===== src/nhe_pkg.sv =====
// Shared types and constants for the nucleotide Huffman encoder.
`default_nettype none

package nhe_pkg;

    // Kind of work carried from the front to the back.
    localparam logic [1:0] KIND_SYM   = 2'd0;
    localparam logic [1:0] KIND_BAD   = 2'd1;
    localparam logic [1:0] KIND_FLUSH = 2'd2;

    // Configuration register indexes.
    localparam logic [2:0] REG_BITS_A = 3'd0;
    localparam logic [2:0] REG_LEN_A  = 3'd1;
    localparam logic [2:0] REG_BITS_C = 3'd2;
    localparam logic [2:0] REG_LEN_C  = 3'd3;
    localparam logic [2:0] REG_BITS_G = 3'd4;
    localparam logic [2:0] REG_LEN_G  = 3'd5;
    localparam logic [2:0] REG_BITS_T = 3'd6;
    localparam logic [2:0] REG_LEN_T  = 3'd7;

    // Input request types.
    localparam logic REQ_SYMBOL = 1'b0;
    localparam logic REQ_FLUSH  = 1'b1;

    // Depth of the queue between front and back.
    localparam int QUEUE_DEPTH = 2;

    typedef struct packed {
        logic [1:0] kind;
        logic [1:0] len;
        logic [2:0] code;
    } nhe_item_t;

endpackage

`default_nettype wire


===== src/nucleotide_huffman_encoder.sv =====
// Top level of the nucleotide Huffman encoder with bit packer.
//
//  Channel  Direction  Payload                                     Handshake
//  s_       in         tdata[7:0] symbol_char, tuser[0] req_type   tvalid/tready
//  m_       out        tdata[7:0] out_byte, tlast is_last,         tvalid/tready
//                      tuser[0] bad_symbol
//  cfg_     in         index 0..7, wdata[2:0]                      write enable
//
// The back end handles a symbol or a bad character at once, so one beat can be
// accepted every cycle while the output is taken. A flush with bits pending gives
// a padded byte, then a trailer; the output register is the limit.
// An accepted beat is registered in the queue and then in the output register on the m_ side.
// Reset is synchronous and active low; it restores the default codes (two bits
// each, A=00 C=01 G=10 T=11) and empties the accumulator and the queue.
// A stall on m_ holds the result; the two-entry queue keeps s_ open until it is full.
`default_nettype none

module nucleotide_huffman_encoder
    import nhe_pkg::*;
(
    input  wire logic       aclk,
    input  wire logic       aresetn,
    // Configuration write port.
    input  wire logic       cfg_we,
    input  wire logic [2:0] cfg_index,
    input  wire logic [2:0] cfg_wdata,
    // Input stream.
    input  wire logic       s_tvalid,
    output logic            s_tready,
    input  wire logic [7:0] s_tdata,   // [7:0] symbol_char
    input  wire logic       s_tuser,   // [0] req_type
    // Output stream.
    output logic            m_tvalid,
    input  wire logic       m_tready,
    output logic [7:0]      m_tdata,   // [7:0] out_byte
    output logic            m_tlast,   // is_last
    output logic            m_tuser    // [0] bad_symbol
);

    nhe_item_t front_item;
    nhe_item_t q_item;
    logic      q_not_full;
    logic      q_not_empty;
    logic      q_pop;

    // The front classifies the character and looks up its code in the same cycle
    // as the beat is accepted.
    nhe_front u_front (
        .aclk        (aclk),
        .aresetn     (aresetn),
        .cfg_we      (cfg_we),
        .cfg_index   (cfg_index),
        .cfg_wdata   (cfg_wdata),
        .req_type    (s_tuser),
        .symbol_char (s_tdata),
        .item        (front_item)
    );

    assign s_tready = q_not_full;

    nhe_queue u_queue (
        .aclk      (aclk),
        .aresetn   (aresetn),
        .push      (s_tvalid),
        .push_item (front_item),
        .not_full  (q_not_full),
        .pop       (q_pop),
        .not_empty (q_not_empty),
        .pop_item  (q_item)
    );

    // The back owns the accumulator and the output register.
    nhe_back u_back (
        .aclk      (aclk),
        .aresetn   (aresetn),
        .q_valid   (q_not_empty),
        .q_item    (q_item),
        .q_pop     (q_pop),
        .out_valid (m_tvalid),
        .out_ready (m_tready),
        .out_byte  (m_tdata),
        .out_last  (m_tlast),
        .out_bad   (m_tuser)
    );

endmodule

`default_nettype wire


===== src/nhe_front.sv =====
// Front end: configuration registers, character classification and code lookup.
`default_nettype none

module nhe_front
    import nhe_pkg::*;
(
    input  wire logic       aclk,
    input  wire logic       aresetn,
    input  wire logic       cfg_we,
    input  wire logic [2:0] cfg_index,
    input  wire logic [2:0] cfg_wdata,
    input  wire logic       req_type,
    input  wire logic [7:0] symbol_char,
    output nhe_item_t       item
);

    logic [2:0] bits_reg [4];
    logic [1:0] len_reg  [4];
    logic [1:0] slot;
    logic       valid_char;
    logic [2:0] mask;

    always_ff @(posedge aclk) begin
        if (!aresetn) begin
            bits_reg[0] <= 3'd0; len_reg[0] <= 2'd2;
            bits_reg[1] <= 3'd1; len_reg[1] <= 2'd2;
            bits_reg[2] <= 3'd2; len_reg[2] <= 2'd2;
            bits_reg[3] <= 3'd3; len_reg[3] <= 2'd2;
        end else if (cfg_we) begin
            unique case (cfg_index)
                REG_BITS_A: bits_reg[0] <= cfg_wdata;
                REG_LEN_A:  len_reg[0]  <= cfg_wdata[1:0];
                REG_BITS_C: bits_reg[1] <= cfg_wdata;
                REG_LEN_C:  len_reg[1]  <= cfg_wdata[1:0];
                REG_BITS_G: bits_reg[2] <= cfg_wdata;
                REG_LEN_G:  len_reg[2]  <= cfg_wdata[1:0];
                REG_BITS_T: bits_reg[3] <= cfg_wdata;
                REG_LEN_T:  len_reg[3]  <= cfg_wdata[1:0];
                default: ;
            endcase
        end
    end

    always_comb begin
        valid_char = 1'b1;
        slot       = 2'd0;
        unique case (symbol_char)
            8'h41, 8'h61: slot = 2'd0;
            8'h43, 8'h63: slot = 2'd1;
            8'h47, 8'h67: slot = 2'd2;
            8'h54, 8'h74: slot = 2'd3;
            default:      valid_char = 1'b0;
        endcase
    end

    // Code bits above the length are masked off here.
    assign mask = 3'((4'd1 << len_reg[slot]) - 4'd1);

    always_comb begin
        item.len  = len_reg[slot];
        item.code = bits_reg[slot] & mask;
        if (req_type == REQ_FLUSH) begin
            item.kind = KIND_FLUSH;
        end else if (valid_char) begin
            item.kind = KIND_SYM;
        end else begin
            item.kind = KIND_BAD;
        end
    end

endmodule

`default_nettype wire


===== src/nhe_queue.sv =====
// Two-entry queue that decouples the classifying front from the packing back.
`default_nettype none

module nhe_queue
    import nhe_pkg::*;
(
    input  wire logic aclk,
    input  wire logic aresetn,
    input  wire logic push,
    input  nhe_item_t push_item,
    output logic      not_full,
    input  wire logic pop,
    output logic      not_empty,
    output nhe_item_t pop_item
);

    localparam int PTR_W = $clog2(QUEUE_DEPTH);
    localparam int CNT_W = $clog2(QUEUE_DEPTH + 1);

    nhe_item_t          mem [QUEUE_DEPTH];
    logic [PTR_W-1:0]   wr_ptr_reg, wr_ptr_next;
    logic [PTR_W-1:0]   rd_ptr_reg, rd_ptr_next;
    logic [CNT_W-1:0]   count_reg, count_next;
    logic               do_push, do_pop;

    assign not_full  = (count_reg != CNT_W'(QUEUE_DEPTH));
    assign not_empty = (count_reg != '0);
    assign do_push   = push && not_full;
    assign do_pop    = pop && not_empty;
    assign pop_item  = mem[rd_ptr_reg];

    always_comb begin
        wr_ptr_next = wr_ptr_reg;
        rd_ptr_next = rd_ptr_reg;
        count_next  = count_reg;
        if (do_push) begin
            wr_ptr_next = (wr_ptr_reg == PTR_W'(QUEUE_DEPTH - 1)) ? '0 : wr_ptr_reg + 1'b1;
        end
        if (do_pop) begin
            rd_ptr_next = (rd_ptr_reg == PTR_W'(QUEUE_DEPTH - 1)) ? '0 : rd_ptr_reg + 1'b1;
        end
        if (do_push && !do_pop) begin
            count_next = count_reg + 1'b1;
        end else if (do_pop && !do_push) begin
            count_next = count_reg - 1'b1;
        end
    end

    always_ff @(posedge aclk) begin
        if (!aresetn) begin
            wr_ptr_reg <= '0;
            rd_ptr_reg <= '0;
            count_reg  <= '0;
        end else begin
            wr_ptr_reg <= wr_ptr_next;
            rd_ptr_reg <= rd_ptr_next;
            count_reg  <= count_next;
        end
    end

    always_ff @(posedge aclk) begin
        if (do_push) begin
            mem[wr_ptr_reg] <= push_item;
        end
    end

endmodule

`default_nettype wire


===== src/nhe_back.sv =====
// Back end: bit accumulator, byte packing, flush sequence and output register.
`default_nettype none

module nhe_back
    import nhe_pkg::*;
(
    input  wire logic       aclk,
    input  wire logic       aresetn,
    input  wire logic       q_valid,
    input  nhe_item_t       q_item,
    output logic            q_pop,
    output logic            out_valid,
    input  wire logic       out_ready,
    output logic [7:0]      out_byte,
    output logic            out_last,
    output logic            out_bad
);

    logic [6:0]  pend_bits_reg, pend_bits_next;
    logic [2:0]  pend_cnt_reg,  pend_cnt_next;
    logic        phase_reg,     phase_next;
    logic        out_valid_reg, out_valid_next;
    logic [7:0]  out_byte_reg,  out_byte_next;
    logic        out_last_reg,  out_last_next;
    logic        out_bad_reg,   out_bad_next;

    logic        can_load;
    logic        load;
    logic [3:0]  sum;
    logic [9:0]  acc;
    logic [2:0]  rest;
    logic [9:0]  rest_mask;
    logic [2:0]  pad;
    logic [14:0] padded;

    assign can_load = !out_valid_reg || out_ready;
    assign sum      = {1'b0, pend_cnt_reg} + {2'b00, q_item.len};
    assign acc      = ({3'b000, pend_bits_reg} << q_item.len) | {7'b0, q_item.code};
    assign rest     = sum[2:0];
    assign rest_mask = (10'd1 << rest) - 10'd1;
    // Eight minus the count; an empty accumulator wraps to a pad of zero.
    assign pad      = 3'(4'd8 - {1'b0, pend_cnt_reg});
    assign padded   = {8'b0, pend_bits_reg} << pad;

    always_comb begin
        pend_bits_next = pend_bits_reg;
        pend_cnt_next  = pend_cnt_reg;
        phase_next     = phase_reg;
        out_byte_next  = out_byte_reg;
        out_last_next  = out_last_reg;
        out_bad_next   = out_bad_reg;
        load           = 1'b0;
        q_pop          = 1'b0;
        if (q_valid) begin
            unique case (q_item.kind)
                KIND_SYM: begin
                    if (sum[3]) begin
                        if (can_load) begin
                            load           = 1'b1;
                            q_pop          = 1'b1;
                            out_byte_next  = 8'(acc >> rest);
                            out_last_next  = 1'b0;
                            out_bad_next   = 1'b0;
                            pend_bits_next = 7'(acc & rest_mask);
                            pend_cnt_next  = rest;
                        end
                    end else begin
                        q_pop          = 1'b1;
                        pend_bits_next = acc[6:0];
                        pend_cnt_next  = sum[2:0];
                    end
                end
                KIND_BAD: begin
                    if (can_load) begin
                        load          = 1'b1;
                        q_pop         = 1'b1;
                        out_byte_next = 8'd0;
                        out_last_next = 1'b0;
                        out_bad_next  = 1'b1;
                    end
                end
                KIND_FLUSH: begin
                    if (can_load) begin
                        load         = 1'b1;
                        out_bad_next = 1'b0;
                        if (pend_cnt_reg != 3'd0 && !phase_reg) begin
                            out_byte_next = padded[7:0];
                            out_last_next = 1'b0;
                            phase_next    = 1'b1;
                        end else begin
                            out_byte_next  = {5'b0, pad};
                            out_last_next  = 1'b1;
                            q_pop          = 1'b1;
                            phase_next     = 1'b0;
                            pend_bits_next = 7'd0;
                            pend_cnt_next  = 3'd0;
                        end
                    end
                end
                default: begin
                    q_pop = 1'b1;
                end
            endcase
        end
        out_valid_next = load ? 1'b1 : (out_ready ? 1'b0 : out_valid_reg);
    end

    always_ff @(posedge aclk) begin
        if (!aresetn) begin
            pend_bits_reg <= 7'd0;
            pend_cnt_reg  <= 3'd0;
            phase_reg     <= 1'b0;
            out_valid_reg <= 1'b0;
        end else begin
            pend_bits_reg <= pend_bits_next;
            pend_cnt_reg  <= pend_cnt_next;
            phase_reg     <= phase_next;
            out_valid_reg <= out_valid_next;
        end
    end

    always_ff @(posedge aclk) begin
        out_byte_reg <= out_byte_next;
        out_last_reg <= out_last_next;
        out_bad_reg  <= out_bad_next;
    end

    assign out_valid = out_valid_reg;
    assign out_byte  = out_byte_reg;
    assign out_last  = out_last_reg;
    assign out_bad   = out_bad_reg;

endmodule

`default_nettype wire


===== config.mk =====
export PLATFORM = sky130hd
export DESIGN_NAME = nucleotide_huffman_encoder
export DESIGN_NICKNAME = d
export VERILOG_FILES = /design/src/nhe_pkg.sv /design/src/nucleotide_huffman_encoder.sv /design/src/nhe_front.sv /design/src/nhe_queue.sv /design/src/nhe_back.sv
export SDC_FILE = /design/constraint.sdc
export NUM_CORES = 1
export LEC_CHECK = 0
export ABC_AREA = 1
export CORE_MARGIN = 5
export CORE_UTILIZATION = 64
export CTS_CLUSTER_SIZE = 12
export DETAILED_ROUTE_END_ITERATION = 12
export DONT_BUFFER_PORTS = 1
export MAX_ROUTING_LAYER = met4
export PLACE_DENSITY_LB_ADDON = 0.2
export SYNTH_ARGS = -nofsm -noshare
export SYNTH_HDL_FRONTEND = slang
export SYNTH_HIERARCHICAL = 1
export SYNTH_SLANG_ARGS = --single-unit

===== constraint.sdc =====
create_clock -name aclk -period 2.8 [get_ports aclk]
set_input_delay 0.28 -clock aclk [delete_from_list [all_inputs] [get_ports aclk]]
set_output_delay 0.28 -clock aclk [all_outputs]
set_load 0.005 [all_outputs]

==> results of run 1 <==
-- cells by family (layout without fill, tap and decap cells) --
logic type               Yosys count  in the layout  share of synthesized area
AND/OR/NAND/NOR                  323            323                      0.361
flip-flops                        61             61                      0.406
multiplexers                       7              7                     0.0193
buffers and inverters             97            111                      0.100
adder cells (fa/ha/maj)           12             12                     0.0385
XOR/XNOR                           1              1                    0.00214
AO/OA/AOI/OAI                     52             52                     0.0731
-- metal layers --
metal	up-vias	share of wire	track usage	routed length [microns]
met5	-	0	-	0
met4	0	0.026	0.102	244
met3	32	0.075	0.0401	708
met2	181	0.44	0.346	4160
met1	1660	0.46	0.349	4360
li1	1824	-	-	-
-- through the flow --
step,std cells,utilization
after global placement,628,0.666
after CTS,644,0.695
after detailed placement,628,0.666
after floorplan,553,-
after global routing,644,0.695
final,644,0.695
-- final timing paths --
check	to	startpoint
max reg2reg	u_back/pend_bits_reg[6]	flop
max	u_back/pend_bits_reg[6]	flop
min	u_queue/mem[0][6]	s_tuser
min reg2reg	u_back/phase_reg	u_back/phase_reg
-- critical path, cell delays in order, from the launching register on --
cell and delay (ns):
dfxtp_2 0.37, mux2_2 0.37, ha_1 0.22, inv_1 0.07
fa_1 0.44, inv_1 0.10, nor2_1 0.05, inv_1 0.09
nor2_1 0.06, inv_2 0.06, ha_1 0.23, xor2_1 0.16
nand3_1 0.08, nand2_1 0.06, nand2_1 0.06, a21oi_2 0.11
-- area by class of cell --
class	count	area (sq um)
tap	77	96.3
fill	501	1910
multi-input combinational	395	2030
clock buffer	9	124
sequential	61	1660
clock inverter	7	57.6
timing repair buffer	11	82.6
inverter	84	317
-- synth_stat cells (all sizes together), types with 7 or more instances --
cell and number:
nor2 57, o21ai 22, nand3 74, nand2 169, nor3 7, dfxtp 17, a21oi 21, mux2 7
buf 11, edfxtp 44, inv 83, ha 11
-- where the power goes --
part           internal (mW)  total (mW)  switching (mW)
logic                  0.640        1.91            1.27
clock network          0.334       0.737           0.403
registers               1.22        1.34           0.118
total                   2.20        3.99            1.79
-- timing repair --
action                     CTS  global route
resized for setup            0             2
setup buffers                0             0
setup endpoints to repair    0             3
==> flow_summary.toml, run 1 <==
[global_routing]
grt_pass1_vias = 3312
grt_pass1_wl_mm = 15.6
antenna_found_initial = 0
overflow = 0
grtUsageTotal = 0.245
grt_max_degree = 24

[floorplan]
rows = 29
coreArea_sq_um = 6280
die_width_microns = 90.0
start_util = 0.652
die_h_microns = 90.0
die-area_sq_um = 8090
design.portCount = 32

[cts]
clock_latency_ns = 0.35
cts_buffers = 9
clk_pin_slew_ns = 0.08
ctsHoldBuffers = 0
cts_tree = "done"
root_buffer = "clkbuf_8"
clockBufferDepth = 2
htreeDepth = 3
cts_sinks = 61

[sta]
slew_headroom = 0.521
finalHoldViolations = 0
post-route-period-util = 0.928
rsz0062_at_grt = "false"
max_freq_ghz = 0.385
tightest_slew_ns = 0.717
drv_slew = 0
min_period_ns = 2.60
holdWs_ns = 0.0232
finalSetupViolCount = 0
worst_slack_ns = 0.202
fin_tns_setup_ns = 0
finClkSkew_ns = 0.00949

[yosys]
yosysSeqAreaShare = 0.406
yosys.area.top_type = "edfxtp_1"
synth-seq-cells = 61
synth_warnings = 6
synthesis.nets = 585
synth_cell_types = 37
ys.flop_type = "edfxtp_1"
synth.top_cell.area_share = 0.323
netlist_area_sq_um = 4090
syn_avg_cell_area_sq_um = 7.40
yosys-top-cells-area = "edfxtp_1, nand2_1, nand3_1"
synthArstFlopShare = 0
synth_edf_count = 44
syn_inst = 553

[placement]
portBuffers = 0
place_ws_ns = 0.205
gp_congestion = 0.934
place_area_sq_um = 4180
hpwl_mm = 7.27

[pwr]
powerDensity_nw_per_um2 = 913
p_total_mw = 3.99
p_leak_nw = 1.96
peakVddDrop_uv = 703

[detailed_routing]
viasPerCell = 5.74
drt_iter0_markers = 353
wl_mm = 9.47
drcViolationCount = 0
dr.pass1.iters = 5
num_vias = 3697
wl_per_cell_microns = 14.7
ant_nets = 0

[outcome]
status = "finished clean"

[cells_and_area]
final_common_cell = "nand2_1"
largest_reg_flops = 14
syn_to_final_growth_pct = 6.66
layout-drive-gt1-share = 0.141
finish.instance_area_sq_um = 4370
diodes = 0
layout.nets = 594
mostFrequentLayoutCells = "nand2_1, inv_1, nand3_1"

[setup_path]
worstPathRequired_ns = 3.08
setup.worst_path.end_class = "flop"
r2r_slack_ns = 0.20
start_kind = "flop"
cp.arrival_ns = 2.88
cp_max_fo = 4
critPathKind = "flop to flop"
reg2regPathDepth = 15

[hold_path]
hold_depth = 0
hp-class = "input pin to flop"

[run]
maxCapViolCount = 0
(Power assumes the default switching activity.)
==> run 2, diff against run 1 <==
Settings changed: SYNTH_HIERARCHICAL 1 to unset.
==> flow_summary.toml, run 2 <==
[cts]
clock_latency_ns = 0.34
ctsHoldBuffers = 0
cts_tree = "done"
cts_sinks = 61
clk_pin_slew_ns = 0.07
htreeDepth = 3
cts_buffers = 9
root_buffer = "clkbuf_8"
clockBufferDepth = 2

[detailed_routing]
dr_wl_met3_microns = 498
drcViolationCount = 0
num_vias = 3662
route.met2.wl_mm = 4.75
ant_nets = 0
drt_iter0_markers = 230
wl_met1_mm = 3.64
dr.pass1.iters = 5
wl_per_cell_microns = 14.9
wl_mm = 9.38
viasPerCell = 5.83
routed.top_layer = "met4"

[cells_and_area]
final_common_cell = "nand2_1"
stdcell_count = 628
mostFrequentLayoutCells = "nand2_1, nand3_1, inv_1"
fillers = 475
layout-drive-gt1-share = 0.139
syn_to_final_growth_pct = 11.0
largest_reg_flops = 14
diodes = 0
layout.nets = 579

[setup_path]
cp_max_fo = 3
cp_num_buf_inv = 2
worstPathRequired_ns = 3.07
cp_cell_sequence = "nand2_8 -> nand2_8 -> ha_2 -> inv_1 -> fa_1 -> inv_1 -> nor2_2 -> nand2_1 -> ha_2 -> or2_2 -> o211ai_1 -> nand3_1 -> a21oi_2"
slowest_stage = "fa_1"
cp-startpoint = "u_queue.mem[1][3]"
cp_slowest_stage_delay_ns = 0.54
endpoint = "u_back.pend_bits_reg[2]"
r2r-start = "u_queue.mem[1][3]"
critPathTopFamily = "adder cells"
r2r_slack_ns = 0.12
start_kind = "flop"
path_depth = 13
reg2regPathDepth = 13
cp.arrival_ns = 2.95
r2r_end = "u_back.pend_bits_reg[2]"
setup.worst_path.end_class = "flop"
critPathKind = "flop to flop"

[yosys]
yosysSeqAreaShare = 0.424
syn_inst = 522
yosys-top-cells-area = "edfxtp_1, nand2_1, dfxtp_1"
netlist_area_sq_um = 3920
synth-seq-cells = 61
synth_warnings = 0
synth_edf_count = 44
synth_common_cells = "nand2_1, nand3_1, inv_1, nor2_1, edfxtp_1"
synth.top_cell.area_share = 0.337
syn_avg_cell_area_sq_um = 7.51
synthesis.nets = 553
yosysMostFrequentCell = "nand2_1"
yosys.area.top_type = "edfxtp_1"
ys.flop_type = "edfxtp_1"
synthArstFlopShare = 0
synth_cell_types = 37

[sta]
tightest_slew_ns = 0.699
drv_slew = 0
finalHoldViolations = 0
finalSetupViolCount = 0
finClkSkew_ns = 0.00523
max_freq_ghz = 0.373
post-route-period-util = 0.957
min_period_ns = 2.68
slew_headroom = 0.533

[floorplan]
die_width_microns = 88.3
die_h_microns = 88.3
coreArea_sq_um = 5920
start_util = 0.662
die-area_sq_um = 7790
design.portCount = 32
rows = 28

[outcome]
status = "finished clean"

[placement]
portBuffers = 0
hpwl_mm = 7.05
gp_congestion = 0.982
place_inst = 606

[global_routing]
grt_pass1_wl_mm = 15.0
antenna_found_initial = 0
grtUsageTotal = 0.259
overflow = 0
grt_max_degree = 21
grt_pass1_vias = 3417

[hold_path]
hp-class = "input pin to flop"

[pwr]
peakVddDrop_uv = 655
p_total_mw = 4.38
p_leak_nw = 1.83
powerDensity_nw_per_um2 = 1010

[run]
maxCapViolCount = 0
## run 2: cell types whose count changed in the layout (fill, tap and decap cells not counted), moves of 6 or more
cell,before,now
a21oi_1,18,24
buf_4,11,28
inv_1,74,58
mux2_2,6,0
nand2_1,154,137
nand2_2,11,5
nor2_1,45,51
o21ai_0,17,31
## run 2: worst min-delay path by stage
stage	from	to	slack, ns	cells after the start
floorplan	s_tuser	u_queue.mem[0][6]	0.38	0
global placement	s_tuser	u_queue.mem[0][6]	0.38	0
detailed placement	s_tuser	u_queue.mem[0][6]	0.38	0
CTS	s_tuser	u_queue.mem[0][6]	0.02	0
global route	s_tuser	u_queue.mem[1][6]	0.01	0
finish	s_tuser	u_queue.mem[0][6]	0.04	0
## run 2: what timing repair did
action | 4_1_cts | 5_1_grt
endpoints found under the setup margin | 0 | 5
setup buffers | 0 | 6
gates resized for setup | 0 | 9
## run 2: final cells by class
type | count | area [sq um] | area share
multi-input combinational | 384 | 1950 | 0.449
timing repair buffer | 28 | 210 | 0.0483
inverter | 64 | 240 | 0.0552
clock buffer | 14 | 153 | 0.0351
tap | 75 | 93.8 | 0.0216
sequential | 61 | 1670 | 0.383
clock inverter | 2 | 35.0 | 0.00806
## run 2: cells by family (layout without fill, tap and decap cells)
kind of cell | Yosys count | count (layout) | share of synthesized area
mux | 1 | 1 | 0.00255
compound gates | 75 | 75 | 0.105
simple gates | 296 | 296 | 0.348
xor+xnor | 1 | 1 | 0.00224
fa+ha+maj | 11 | 11 | 0.0370
buf+inv | 77 | 108 | 0.0811
flops | 61 | 61 | 0.424
## run 2: power breakdown
| part | switching, mW | total (mW) | internal [mW] |
|---|---|---|---|
| registers | 0.129 | 1.35 | 1.22 |
| logic | 1.44 | 2.25 | 0.814 |
| clock network | 0.336 | 0.772 | 0.436 |
## run 2: metrics by stage
stage	area (sq um)	setup slack, ns	hold slack (ns)	setup TNS [ns]	utilization
final	4350	0.120	0.0380	0	0.735
after global routing	4350	-0.0903	0.0132	-0.101	0.735
after CTS	4290	0.0377	0.0223	0	0.724
after detailed placement	4100	0.0487	0.379	0	0.693
after global placement	4100	0.145	0.379	0	0.693
after floorplan	3920	0.0112	0.379	0	-
## run 2: routing by layer
layer | up-vias | GRT usage
li1 | 1802 | -
met1 | 1666 | 0.277
met2 | 156 | 0.446
met3 | 38 | 0.0484
met4 | 0 | 0.152
met5 | - | -
==> run 3, diff against run 2 <==
Settings changed: ABC_AREA 1 to unset.
==> flow_summary.toml, run 3 <==
[setup_path]
setup.worst_path.end_class = "flop"
worstPathRequired_ns = 3.08
r2r_end = "u_back.pend_bits_reg[6]"
cp_max_fo = 4
reg2regPathDepth = 12
cp.arrival_ns = 2.98
critPathKind = "flop to flop"
start_kind = "flop"
r2r_slack_ns = 0.09

[global_routing]
overflow = 0
grt_pass1_wl_mm = 15.2
grtUsageTotal = 0.260
grt_max_degree = 29
grt_pass1_vias = 3194
antenna_found_initial = 0

[pwr]
p_total_mw = 3.79
powerDensity_nw_per_um2 = 857
peakVddDrop_uv = 564
p_leak_nw = 1.55

[sta]
finalSetupViolCount = 0
finalHoldViolations = 0
post-route-period-util = 0.966
finClkSkew_ns = 0.0105
max_freq_ghz = 0.370
worst_slack_ns = 0.0947
drv_slew = 0
min_period_ns = 2.71
rsz0062_at_grt = "true"
slew_headroom = 0.512
holdWs_ns = 0.0249
tightest_slew_ns = 0.730

[yosys]
synth-seq-cells = 61
synth.top_cell.area_share = 0.333
synthArstFlopShare = 0
yosys.area.top_type = "edfxtp_1"
synth_warnings = 0
synth_common_cells = "edfxtp_1, nor2_1, nand2_1, o21ai_0, clkbuf_1"
synthesis.nets = 446
ys.flop_type = "edfxtp_1"
synth_edf_count = 44
netlist_area_sq_um = 3970
synth_cell_types = 69
yosysMostFrequentCell = "edfxtp_1"
syn_inst = 415
syn_avg_cell_area_sq_um = 9.55
yosysSeqAreaShare = 0.419
yosys-top-cells-area = "edfxtp_1, dfxtp_1, mux2i_1"

[hold_path]
hold_depth = 0
hp-start = "s_tuser"
hp-class = "input pin to flop"
min_to = "u_queue.mem[1][6]"

[detailed_routing]
viasPerCell = 6.47
wl_mm = 9.12
drt_iter0_markers = 298
wl_per_cell_microns = 17.9
num_vias = 3299
dr.pass1.iters = 5
ant_nets = 0
drcViolationCount = 0

[cells_and_area]
multi_input_area_sq_um = 2160
fillers = 425
largest_reg_flops = 14
layout.nets = 461
final_common_cell = "edfxtp_1"
syn_to_final_growth_pct = 11.6
mostFrequentLayoutCells = "edfxtp_1, nor2_1, nand2_1"
seq_area_sq_um = 1670
stdcell_count = 510
layout-drive-gt1-share = 0.184
finish.instance_area_sq_um = 4430
diodes = 0

[cts]
cts_tree = "done"
root_buffer = "clkbuf_8"
clk_pin_slew_ns = 0.07
htreeDepth = 3
cts_sinks = 61
clockBufferDepth = 2
cts_buffers = 9
ctsHoldBuffers = 0
clock_latency_ns = 0.35

[placement]
place_inst = 492
portBuffers = 0
hpwl_mm = 6.75
place_area_sq_um = 4180
place_ws_ns = 0.0781
gp_congestion = 0.932

[floorplan]
die_width_microns = 88.7
die-area_sq_um = 7870
rows = 28
coreArea_sq_um = 5960
die_h_microns = 88.7
start_util = 0.666
design.portCount = 32

[run]
maxCapViolCount = 0

[outcome]
status = "finished clean"
## run 3: cell count changes in the layout (fill, tap and decap cells not counted), sizes merged, moves of 9 or more
cell	previous run	this run
nor2	57	36
nand2	148	30
nor3	4	18
mux2i	1	17
nand3	69	8
or3	0	9
inv	64	21
nor2b	0	13
o21ai	36	25
## run 3: critical path, cell delays in order, from the launching register on
cell and delay (ns):
dfxtp_4 0.37, mux2i_4 0.19, inv_2 0.08, ha_4 0.13, inv_2 0.04, fa_2 0.57, inv_4 0.04, or3_4 0.37
ha_4 0.18, xor2_1 0.14, o311ai_1 0.28, a32oi_1 0.14, nor2b_1 0.11
## run 3: through the flow
step	utilization	setup TNS, ns
final	0.743	0
after global routing	0.743	-0.0505
after CTS	0.735	0
after detailed placement	0.703	0
after global placement	0.703	0
after floorplan	-	-0.768
## run 3: worst max path at each step
stage,depth (start not counted),to,slack (ns)
2_1_floorplan,16,u_back.pend_bits_reg[6],-0.36
3_3_place_gp,12,u_back.pend_bits_reg[6],0.07
3_5_place_dp,12,u_back.pend_bits_reg[6],0.08
4_1_cts,12,u_back.pend_bits_reg[6],0.05
5_1_grt,11,u_queue.count_reg[1],-0.03
6_report,12,u_back.pend_bits_reg[6],0.09
## run 3: layer usage
| layer | vias up | global-route usage | part of all wire |
|---|---|---|---|
| met3 | 24 | 0.0587 | 0.068 |
| met2 | 155 | 0.418 | 0.48 |
| met1 | 1545 | 0.311 | 0.43 |
| met5 | - | - | 0 |
| li1 | 1575 | - | - |
| met4 | 0 | 0.117 | 0.022 |
## run 3: cell families (layout without fill, tap and decap cells)
group / after synthesis / count (layout) / synth area share
and+or+nand+nor: 152 / 152 / 0.197
AOI/OAI and AO/OA: 106 / 106 / 0.184
DFF: 61 / 61 / 0.419
muxes: 29 / 29 / 0.0962
buffers and inverters: 47 / 67 / 0.0470
xor gates and xnor gates: 9 / 9 / 0.0199
adders and majority gates: 11 / 11 / 0.0366
## run 3: area by class of cell
class / instances / share of cell area
multi-input combinational: 307 / 0.489
timing repair buffer: 30 / 0.0517
clock buffer: 10 / 0.0288
clock inverter: 6 / 0.0144
inverter: 21 / 0.0184
sequential: 61 / 0.376
tap: 75 / 0.0212
## run 3: what timing repair did
item | CTS | global route
setup buffers | 0 | 2
endpoints found under the setup margin | 0 | 7
gates resized for setup | 0 | 9
## run 3: report_power, final
group	switching, mW	internal [mW]	total (mW)
registers	0.117	1.17	1.29
logic	0.964	0.781	1.75
clock network	0.352	0.409	0.761
total	1.43	2.36	3.79
